`src/hdl/cfbc_pkg.sv`:
```
`timescale 1ns / 1ps
// ----------------------------------------------------------------------------
// Command frame builder package
// Byte positions of a frame, request codes and the CRC-16/KERMIT byte table.
// ----------------------------------------------------------------------------
package cfbc_pkg;

    localparam int BYTE_W      = 8;
    localparam int ADDR_W      = 24;
    localparam int LEN_W       = 16;
    localparam int CRC_W       = 16;
    localparam int START_W     = 32;
    localparam int IDX_W       = 4;
    localparam int CRC_ENTRIES = 256;

    localparam logic [CRC_W-1:0] CRC_POLY = 16'h8408;

    localparam logic REQ_HEADER  = 1'b0;
    localparam logic REQ_PAYLOAD = 1'b1;

    // Position of each emitted byte within one item.
    localparam logic [IDX_W-1:0] IDX_START0 = 4'd0;
    localparam logic [IDX_W-1:0] IDX_START1 = 4'd1;
    localparam logic [IDX_W-1:0] IDX_START2 = 4'd2;
    localparam logic [IDX_W-1:0] IDX_START3 = 4'd3;
    localparam logic [IDX_W-1:0] IDX_CMD    = 4'd4;
    localparam logic [IDX_W-1:0] IDX_SUB    = 4'd5;
    localparam logic [IDX_W-1:0] IDX_PARAM  = 4'd6;
    localparam logic [IDX_W-1:0] IDX_ADDR0  = 4'd7;
    localparam logic [IDX_W-1:0] IDX_ADDR1  = 4'd8;
    localparam logic [IDX_W-1:0] IDX_ADDR2  = 4'd9;
    localparam logic [IDX_W-1:0] IDX_LEN_LO = 4'd10;
    // Length high byte for a header, the data byte for a payload word.
    localparam logic [IDX_W-1:0] IDX_SPLIT  = 4'd11;
    localparam logic [IDX_W-1:0] IDX_CRC_LO = 4'd12;
    localparam logic [IDX_W-1:0] IDX_CRC_HI = 4'd13;

    typedef logic [CRC_W-1:0] crc_table_t [CRC_ENTRIES];

    function automatic crc_table_t build_crc_table();
        crc_table_t       tbl;
        logic [CRC_W-1:0] c;
        for (int i = 0; i < CRC_ENTRIES; i++)
        begin
            c = CRC_W'(i);
            for (int k = 0; k < BYTE_W; k++)
            begin
                c = c[0] ? ((c >> 1) ^ CRC_POLY) : (c >> 1);
            end
            tbl[i] = c;
        end
        return tbl;
    endfunction

    localparam crc_table_t CRC_TABLE = build_crc_table();

endpackage

```
`src/hdl/command_frame_builder_crc16_unit.sv`:
```
`timescale 1ns / 1ps
// The first byte of a word reaches the output through the item stage and the output register.
// Throughput: one output byte per cycle while the output register is free. A header word gives
// 12 or 14 bytes, a payload word 1, or 3 when it closes the frame with the CRC; a dropped one none.
// The single item stage emits these bytes one per cycle into the output register when it is free.
// Reset clears the frame state, the CRC, the start word and both valid flags.
// ----------------------------------------------------------------------------
// Command frame builder with CRC-16/KERMIT
// Serializes header and payload words into frame bytes and appends the CRC.
// ----------------------------------------------------------------------------
module command_frame_builder_crc16_unit (
    input  logic                          clk,
    input  logic                          rst_n,
    input  logic                          cfg_wr_en,
    input  logic [cfbc_pkg::START_W-1:0]  cfg_wr_data,
    input  logic                          in_valid,
    output logic                          in_ready,
    input  logic                          req_type,
    input  logic [cfbc_pkg::BYTE_W-1:0]   cmd_class,
    input  logic [cfbc_pkg::BYTE_W-1:0]   sub_cmd,
    input  logic [cfbc_pkg::BYTE_W-1:0]   param,
    input  logic [cfbc_pkg::ADDR_W-1:0]   target_addr,
    input  logic [cfbc_pkg::LEN_W-1:0]    payload_len,
    input  logic                          has_payload,
    input  logic [cfbc_pkg::BYTE_W-1:0]   payload_byte,
    output logic                          out_valid,
    input  logic                          out_ready,
    output logic [cfbc_pkg::BYTE_W-1:0]   frame_byte,
    output logic                          frame_last
);
    import cfbc_pkg::*;

    logic [START_W-1:0] start_word_reg;

    logic               stage_valid_reg, stage_valid_next;
    logic [IDX_W-1:0]   idx_reg, idx_next;
    logic               req_type_reg;
    logic [BYTE_W-1:0]  cmd_class_reg;
    logic [BYTE_W-1:0]  sub_cmd_reg;
    logic [BYTE_W-1:0]  param_reg;
    logic [ADDR_W-1:0]  target_addr_reg;
    logic [LEN_W-1:0]   payload_len_reg;
    logic               has_payload_reg;
    logic [BYTE_W-1:0]  payload_byte_reg;

    logic               frame_open_reg, frame_open_next;
    logic [LEN_W-1:0]   bytes_left_reg, bytes_left_next;
    logic [CRC_W-1:0]   running_crc_reg, running_crc_next;

    logic               out_valid_reg;
    logic [BYTE_W-1:0]  frame_byte_reg;
    logic               frame_last_reg;

    logic               is_header;
    logic               drop;
    logic               out_free;
    logic               emit;
    logic               stay_open;
    logic               item_last;
    logic               item_done;
    logic               accept;
    logic [BYTE_W-1:0]  cur_byte;
    logic [CRC_W-1:0]   crc_base;
    logic [CRC_W-1:0]   crc_fold;

    assign is_header = (req_type_reg == REQ_HEADER);
    assign drop      = stage_valid_reg && !is_header && !frame_open_reg;
    assign out_free  = !out_valid_reg || out_ready;
    assign emit      = stage_valid_reg && !drop && out_free;
    assign stay_open = is_header ? (has_payload_reg && (payload_len_reg != '0))
                                 : (bytes_left_reg != LEN_W'(1));
    assign item_last = ((idx_reg == IDX_SPLIT) && stay_open) || (idx_reg == IDX_CRC_HI);
    assign item_done = drop || (emit && item_last);
    assign in_ready  = !stage_valid_reg || item_done;
    assign accept    = in_valid && in_ready;

    always_comb
    begin
        unique case (idx_reg)
            IDX_START0: cur_byte = start_word_reg[7:0];
            IDX_START1: cur_byte = start_word_reg[15:8];
            IDX_START2: cur_byte = start_word_reg[23:16];
            IDX_START3: cur_byte = start_word_reg[31:24];
            IDX_CMD:    cur_byte = cmd_class_reg;
            IDX_SUB:    cur_byte = sub_cmd_reg;
            IDX_PARAM:  cur_byte = param_reg;
            IDX_ADDR0:  cur_byte = target_addr_reg[7:0];
            IDX_ADDR1:  cur_byte = target_addr_reg[15:8];
            IDX_ADDR2:  cur_byte = target_addr_reg[23:16];
            IDX_LEN_LO: cur_byte = payload_len_reg[7:0];
            IDX_SPLIT:  cur_byte = is_header ? payload_len_reg[15:8] : payload_byte_reg;
            IDX_CRC_LO: cur_byte = running_crc_reg[7:0];
            IDX_CRC_HI: cur_byte = running_crc_reg[15:8];
            default:    cur_byte = '0;
        endcase
    end

    // A header starts its frame from a cleared CRC.
    assign crc_base = (is_header && (idx_reg == IDX_START0)) ? '0 : running_crc_reg;
    assign crc_fold = (crc_base >> 8) ^ CRC_TABLE[crc_base[7:0] ^ cur_byte];

    always_comb
    begin
        stage_valid_next = stage_valid_reg;
        idx_next         = idx_reg;
        frame_open_next  = frame_open_reg;
        bytes_left_next  = bytes_left_reg;
        running_crc_next = running_crc_reg;

        if (emit)
        begin
            idx_next = idx_reg + IDX_W'(1);
            if (idx_reg < IDX_CRC_LO)
            begin
                running_crc_next = crc_fold;
            end
            if (idx_reg == IDX_SPLIT)
            begin
                if (is_header)
                begin
                    frame_open_next = stay_open;
                    bytes_left_next = payload_len_reg;
                end
                else
                begin
                    bytes_left_next = bytes_left_reg - LEN_W'(1);
                end
            end
            if (idx_reg == IDX_CRC_HI)
            begin
                running_crc_next = '0;
                frame_open_next  = 1'b0;
                bytes_left_next  = '0;
            end
        end

        if (item_done)
        begin
            stage_valid_next = 1'b0;
        end
        if (accept)
        begin
            stage_valid_next = 1'b1;
            idx_next         = (req_type == REQ_PAYLOAD) ? IDX_SPLIT : IDX_START0;
        end
    end

    always_ff @(posedge clk or negedge rst_n)
    begin
        if (!rst_n)
        begin
            start_word_reg  <= '0;
            stage_valid_reg <= 1'b0;
            idx_reg         <= IDX_START0;
            frame_open_reg  <= 1'b0;
            bytes_left_reg  <= '0;
            running_crc_reg <= '0;
            out_valid_reg   <= 1'b0;
        end
        else
        begin
            if (cfg_wr_en)
            begin
                start_word_reg <= cfg_wr_data;
            end
            stage_valid_reg <= stage_valid_next;
            idx_reg         <= idx_next;
            frame_open_reg  <= frame_open_next;
            bytes_left_reg  <= bytes_left_next;
            running_crc_reg <= running_crc_next;
            if (emit)
            begin
                out_valid_reg <= 1'b1;
            end
            else if (out_ready)
            begin
                out_valid_reg <= 1'b0;
            end
        end
    end

    always_ff @(posedge clk)
    begin
        if (accept)
        begin
            req_type_reg     <= req_type;
            cmd_class_reg    <= cmd_class;
            sub_cmd_reg      <= sub_cmd;
            param_reg        <= param;
            target_addr_reg  <= target_addr;
            payload_len_reg  <= payload_len;
            has_payload_reg  <= has_payload;
            payload_byte_reg <= payload_byte;
        end
        if (emit)
        begin
            frame_byte_reg <= cur_byte;
            frame_last_reg <= (idx_reg == IDX_CRC_HI);
        end
    end

    assign out_valid  = out_valid_reg;
    assign frame_byte = frame_byte_reg;
    assign frame_last = frame_last_reg;

    // An item in the stage never points past the second CRC byte.
    assert property (@(posedge clk) disable iff (!rst_n)
        stage_valid_reg |-> (idx_reg <= IDX_CRC_HI))
        else $error("item stage index out of range");

    // An open frame expects at least one more payload byte until its CRC goes out.
    assert property (@(posedge clk) disable iff (!rst_n)
        (frame_open_reg && !(stage_valid_reg && (idx_reg >= IDX_CRC_LO)))
            |-> (bytes_left_reg != '0))
        else $error("open frame with no bytes left");

    // Sending the final CRC byte closes the frame and clears the CRC.
    assert property (@(posedge clk) disable iff (!rst_n)
        (emit && (idx_reg == IDX_CRC_HI)) |=> (!frame_open_reg && (running_crc_reg == '0)))
        else $error("frame not closed after CRC");

endmodule

```
`config.mk`:
```
export PLATFORM = sky130hd
export DESIGN_NAME = command_frame_builder_crc16_unit
export DESIGN_NICKNAME = d
export VERILOG_FILES = /design/src/hdl/cfbc_pkg.sv /design/src/hdl/command_frame_builder_crc16_unit.sv
export SDC_FILE = /design/constraint.sdc
export NUM_CORES = 1
export LEC_CHECK = 0
export ABC_CLOCK_PERIOD_IN_PS = 3500
export BUFFER_PORTS_ARGS = -buffer_cell sky130_fd_sc_hd__buf_2
export CAP_MARGIN = 15
export CORE_MARGIN = 2
export CORE_UTILIZATION = 50
export DETAILED_ROUTE_END_ITERATION = 7
export PLACE_DENSITY = 0.87
export SLEW_MARGIN = 20
export SYNTH_ARGS = -nofsm -noshare
export SYNTH_HDL_FRONTEND = slang
export SYNTH_SLANG_ARGS = --single-unit
```
`constraint.sdc`:
```
create_clock -name clk -period 3.5 [get_ports clk]
set_clock_uncertainty 0.15 [all_clocks]
set_input_delay 0.525 -clock clk [delete_from_list [all_inputs] [get_ports clk]]
set_output_delay 0.525 -clock clk [all_outputs]
set_load 0.005 [all_outputs]
```
==> results of run 1 <==
[worst paths after layout]
check                                                    from                         endpoint  slack [ns]  cells after the start
worst max-delay path                   idx_reg[0]$_DFFE_PN0P_   running_crc_reg[7]$_DFFE_PN0P_        0.19                     13
worst max register to register         idx_reg[0]$_DFFE_PN0P_   running_crc_reg[7]$_DFFE_PN0P_        0.19                     13
min in group asynchronous                               rst_n   start_word_reg[31]$_DFFE_PN0P_        0.51                      3
max in group asynchronous                               rst_n  running_crc_reg[15]$_DFFE_PN0P_        2.38                      3
worst min register to register  start_word_reg[6]$_DFFE_PN0P_    start_word_reg[6]$_DFFE_PN0P_        0.36                      1
worst min-delay path                          target_addr[12]    target_addr_reg[12]$_DFFE_PP_        0.12                      1
[repair_timing]
item	in CTS	in global routing
buffers inserted	0	0
hold buffers	1	0
endpoints found under the hold margin	53	0
setup endpoints to repair	0	4
gates resized for setup	0	8
[worst max-delay path: stages, from the launching register on]
cell and delay, ns:
dfrtp_1 0.39, inv_1 0.10, ha_1 0.26, a222oi_1 0.35, a211oi_1 0.16, a211oi_2 0.31
o221ai_2 0.19, xor2_2 0.20, inv_1 0.09, ha_1 0.21, nor2_2 0.16, o31ai_2 0.10
or4b_1 0.47, nand3_1 0.09
[stage by stage]
| step | worst slack (ns) | util | cells | instance area [sq um] | setup TNS (ns) |
|---|---|---|---|---|---|
| after global routing | -0.00839 | 0.628 | 974 | 9190 | -0.00839 |
| after CTS | 0.0457 | 0.625 | 974 | 9160 | 0 |
| after floorplan | 0.0979 | - | 638 | 7530 | 0 |
| final | 0.188 | 0.628 | 974 | 9190 | 0 |
| after detailed placement | 0.0482 | 0.580 | 942 | 8490 | 0 |
| after global placement | 0.194 | 0.580 | 942 | 8490 | 0 |
[kinds of logic (layout without fill, tap and decap cells)]
logic type,Yosys count,count (layout)
XOR/XNOR,21,21
flip-flops,154,154
AO/OA/AOI/OAI,169,169
AND/OR/NAND/NOR,164,164
adder cells (fa/ha/maj),10,10
multiplexers,59,59
buffers and inverters,61,213
[layer usage]
layer / vias up / GRT usage / part of all wire
li1: 2695 / - / -
met1: 2852 / 0.334 / 0.40
met2: 377 / 0.396 / 0.47
met3: 68 / 0.0561 / 0.090
met4: 0 / 0.122 / 0.043
met5: - / 0 / 0
[final cells by class]
type                    instances  area, sq um  share of cell area
clock buffers                  19          464              0.0505
flip-flops and latches        154         4270               0.464
well taps                     184          230              0.0250
inverters                      19         75.1             0.00817
clock inverters                12          194              0.0211
repair buffers                163          948               0.103
multi-input cells             423         3010               0.328
[power by group through the flow]
stage	logic, mW	registers (mW)	clock network, mW
2_1_floorplan	2.84	2.62	0
3_3_place_gp	3.82	2.73	0
3_5_place_dp	3.88	2.74	0
4_1_cts	3.93	2.72	2.03
5_1_grt	4.46	2.77	2.12
6_report	4.08	2.74	2.02
[placed cells by master (no fill, tap or decap), types with 10 or more instances in the layout]
cell	synthesis	final
mux2_2	37	37
and3_1	10	10
nand3_1	16	16
nand2_1	66	66
nor3_1	12	12
o21ai_0	36	36
a21oi_1	23	23
xnor2_1	13	13
mux2i_1	22	21
nor2_1	14	13
edfxtp_1	83	83
a22oi_1	18	18
o22ai_1	11	11
dfrtp_1	71	71
buf_2	11	121
inv_1	18	17
buf_4	1	39
clkbuf_16	0	18
==> impl_metrics.toml, run 1 <==
[power_and_ir_drop]
p_total_mw = 8.84
ir_worst_vdd_v = 0.000523
cellLeakagePower_nw = 3.77
sw_frac_of_total = 0.378
pwr-share-seq = 0.310
intPower_mw = 5.50
power_switching_mw = 3.34
p_per_area_nw_per_um2 = 962
power_frac_comb = 0.461
clock_power_share = 0.229

[finish]
final_net_count = 899
fill_cells = 1093
largest_reg_flops = 32
synthToLayoutAreaGrowth_pct = 22.1
drive_gt1_frac = 0.316
diodes = 0

[grt]
overflow = 0
grt_max_degree = 72
grt_pass1_wl_um = 31000
grt_use_total = 0.252
antenna_found_initial = 0
grt_pass1_vias = 5792

[worst_setup_path]
cp-start-kind = "flip-flop"
critPathKind = "flip-flop to flip-flop"
worstSetupEndpointType = "flip-flop"
worstPathMaxFanout = 5
critical_path_arrival_ns = 3.53
required_ns = 3.72

[clocking]
cts_tree = "yes"
clk_path_buf_depth = 2
htree_levels = 4
cts_sinks = 154
cts-root-buf = "clkbuf_16"
clk_latency_ns = 0.43
path_clk_slew_ns = 0.06
cts_made_buffers = 17

[yosys]
synth_compound_area_frac = 0.159
syn_area_sq_um = 7530
ys_top_cells_by_area = "edfxtp_1, dfrtp_1, mux2_2"
synth.distinct_cells = 75
synth_top_family_by_area = "compound AO/OA/AOI/OAI gates"
synthMuxAreaShare = 0.0846
syn_area_per_cell_sq_um = 11.8
syn-instance-count = 638
yosysTopAreaCell = "edfxtp_1"
synth_seq_cells = 154
synthSimpleGateAreaFrac = 0.110
synth_xor_area_frac = 0.0254
syn-num-nets = 759
async_flop_share = 0.461
yosysSeqAreaShare = 0.567
synth_edf_count = 83
ys.flop_type = "edfxtp_1"
yosys_warnings = 0
synth_common_cells = "edfxtp_1, dfrtp_1, nand2_1"
synthAdderAreaFrac = 0.0166
synth_most_common_cell = "edfxtp_1"
synth.top_cell.area_share = 0.331

[sta]
final-max-slew-violation-count = 0
holdWs_ns = 0.118
relSlewSlack = 0.445
hold_viol = 0
final.min_clock_period_ns = 3.31
finalCritPeriodShare = 0.946
setup_viol = 0
max_freq_mhz = 302
worst_pin_slew_ns = 0.826

[run]
cap_viol_max_count = 0

[die]
start_util = 0.514
die_h_um = 127
io_pins = 122
die-width_um = 127
dieArea_sq_um = 16100
rows = 44
core-area_sq_um = 14600

[status]
violations = "design-rule violations"
outcome = "finished with violations"

[routing]
viasPerCell = 6.15
drc = 2
wirelength_um = 19800
wl_per_cell_um = 20.3
drt_pre_antenna_iters = 8
drt_iter0_drc = 598
via_count = 5992
ant_nets = 0

[min_path]
hold_class = "input pin to flip-flop"

[placement]
hpwlAfterDp_um = 13800
port_buffers = 121
gp_congestion = 0.949
Power figures use the tool's default switching activity.
==> run 2, diff against run 1 <==
RECOVER_POWER = 25   (was not set)
==> run 2 against run 1 <==
Effect of this change:
- flip-flop and latch count stayed put
- worst hold slack improved by 0.0022 ns
- highest routed layer unchanged
- power hardly changed
- largest power group unchanged
- cell count unchanged
- the run ends with max-capacitance violations, max-slew violations left
- worst setup slack better by 0.0062 ns
- cell area shrank 0.26%
==> impl_metrics.toml, run 2 (same netlist as run 1, synthesis figures left out) <==
[placement]
place_ws_ns = 0.0482
dp.cells = 942
hpwlAfterDp_um = 13800
port_buffers = 121
place_area_sq_um = 8490
gp_congestion = 0.949

[worst_setup_path]
critical_path_arrival_ns = 3.52
required_ns = 3.72
cp-start-kind = "flip-flop"
r2r.worst_path.cells = 11
worstSetupEndpointType = "flip-flop"
critPathKind = "flip-flop to flip-flop"
ff2ff_setup_slack_ns = 0.19
worstPathMaxFanout = 9
worstReg2RegStart = "idx_reg[0]$_DFFE_PN0P_"
reg2reg_to = "running_crc_reg[7]$_DFFE_PN0P_"

[clocking]
clk_latency_ns = 0.43
cts-root-buf = "clkbuf_16"
cts_tree = "yes"
htree_levels = 4
clk_path_buf_depth = 2
postCtsSetupBuffers = 0
cts_sinks = 154
cts_made_buffers = 17
path_clk_slew_ns = 0.06

[sta]
holdWs_ns = 0.120
worst_pin_slew_ns = 1.77
setup_viol = 0
final.min_clock_period_ns = 3.31
setup_ws_ns = 0.194
final-max-slew-violation-count = 72
finalCritPeriodShare = 0.945
hold_viol = 0
relSlewSlack = -0.183
max_freq_mhz = 302

[die]
core-area_sq_um = 14600
die_h_um = 127
die-width_um = 127
start_util = 0.514
io_pins = 122
rows = 44
dieArea_sq_um = 16100

[grt]
grt_use_total = 0.252
grt_max_degree = 72
grt_pass1_wl_um = 31000
overflow = 0
grt_pass1_vias = 5792
antenna_found_initial = 0

[min_path]
min_from = "cmd_class[4]"
hold_class = "input pin to flip-flop"
whs_endpoint = "cmd_class_reg[4]$_DFFE_PP_"
hold_depth = 1

[power_and_ir_drop]
ir_worst_vdd_v = 0.000519
p_per_area_nw_per_um2 = 963
cellLeakagePower_nw = 3.74
p_total_mw = 8.83

[routing]
drc = 0
wirelength_um = 19800
wl_per_cell_um = 20.3
viasPerCell = 6.15
via_count = 5994
drt_iter0_drc = 639
drt_pre_antenna_iters = 7
ant_nets = 0

[finish]
largest_reg_flops = 32
final_cell_mix = "buf_2, edfxtp_1, dfrtp_1, nand2_1, buf_4"
fin_area_sq_um = 9170
fill_cells = 1098
drive_gt1_frac = 0.308
diodes = 0
register_area_sq_um = 4270
synthToLayoutAreaGrowth_pct = 21.8
multi_input_area_sq_um = 3010
final_common_cell = "buf_2"
final_net_count = 899
stdcell_count = 974

[status]
violations = "max-capacitance violations, max-slew violations"
outcome = "finished with violations"

[run]
cap_viol_max_count = 1
==> run 2: worst max path at each step <==
stage / start / to / slack, ns
after floorplan: idx_reg[0]$_DFFE_PN0P_ / running_crc_reg[7]$_DFFE_PN0P_ / 0.1
after global placement: idx_reg[0]$_DFFE_PN0P_ / running_crc_reg[7]$_DFFE_PN0P_ / 0.19
after detailed placement: idx_reg[1]$_DFFE_PN0P_ / running_crc_reg[7]$_DFFE_PN0P_ / 0.05
after CTS: idx_reg[1]$_DFFE_PN0P_ / running_crc_reg[7]$_DFFE_PN0P_ / 0.05
after global routing: idx_reg[0]$_DFFE_PN0P_ / running_crc_reg[7]$_DFFE_PN0P_ / -0.008
final: idx_reg[0]$_DFFE_PN0P_ / running_crc_reg[7]$_DFFE_PN0P_ / 0.19
==> run 2: layout make-up <==
cell class / count / share of cell area
Sequential cell: 154 / 0.466
Multi-Input combinational cell: 423 / 0.329
Timing Repair Buffer: 163 / 0.101
Clock buffer: 19 / 0.0506
Tap cell: 184 / 0.0251
Clock inverter: 12 / 0.0211
Inverter: 19 / 0.00819
==> run 2: report_power, final <==
part,internal (mW),switching [mW]
combinational,1.78,2.29
clock,1.32,0.709
sequential,2.40,0.340
==> run 2: critical path: stages (launching register included) <==
cell,delay (ns)
dfrtp_1,0.41
inv_1,0.13
ha_2,0.27
or4b_4,0.55
and2_1,0.20
a32oi_1,0.21
o221ai_2,0.21
ha_1,0.25
mux2i_2,0.19
o31ai_2,0.12
or4b_1,0.47
nand3_1,0.09
==> run 2: through the flow <==
step                      TNS (ns)  utilization
after global placement           0        0.580
after global routing      -0.00839        0.626
final                            0        0.626
after CTS                        0        0.625
after floorplan                  0            -
after detailed placement         0        0.580
==> run 2: repair_timing <==
| action | 4_1_cts | 5_1_grt |
|---|---|---|
| hold buffers | 1 | 0 |
| endpoints found under the setup margin | 0 | 4 |
| gates resized for setup | 0 | 8 |
| endpoints found under the hold margin | 53 | 0 |
==> run 2: routing by layer <==
layer / vias up / GRT usage / part of all wire
met5: - / 0 / 0
met4: 0 / 0.122 / 0.046
met3: 71 / 0.0561 / 0.084
met2: 353 / 0.396 / 0.47
met1: 2875 / 0.334 / 0.40
li1: 2695 / - / -
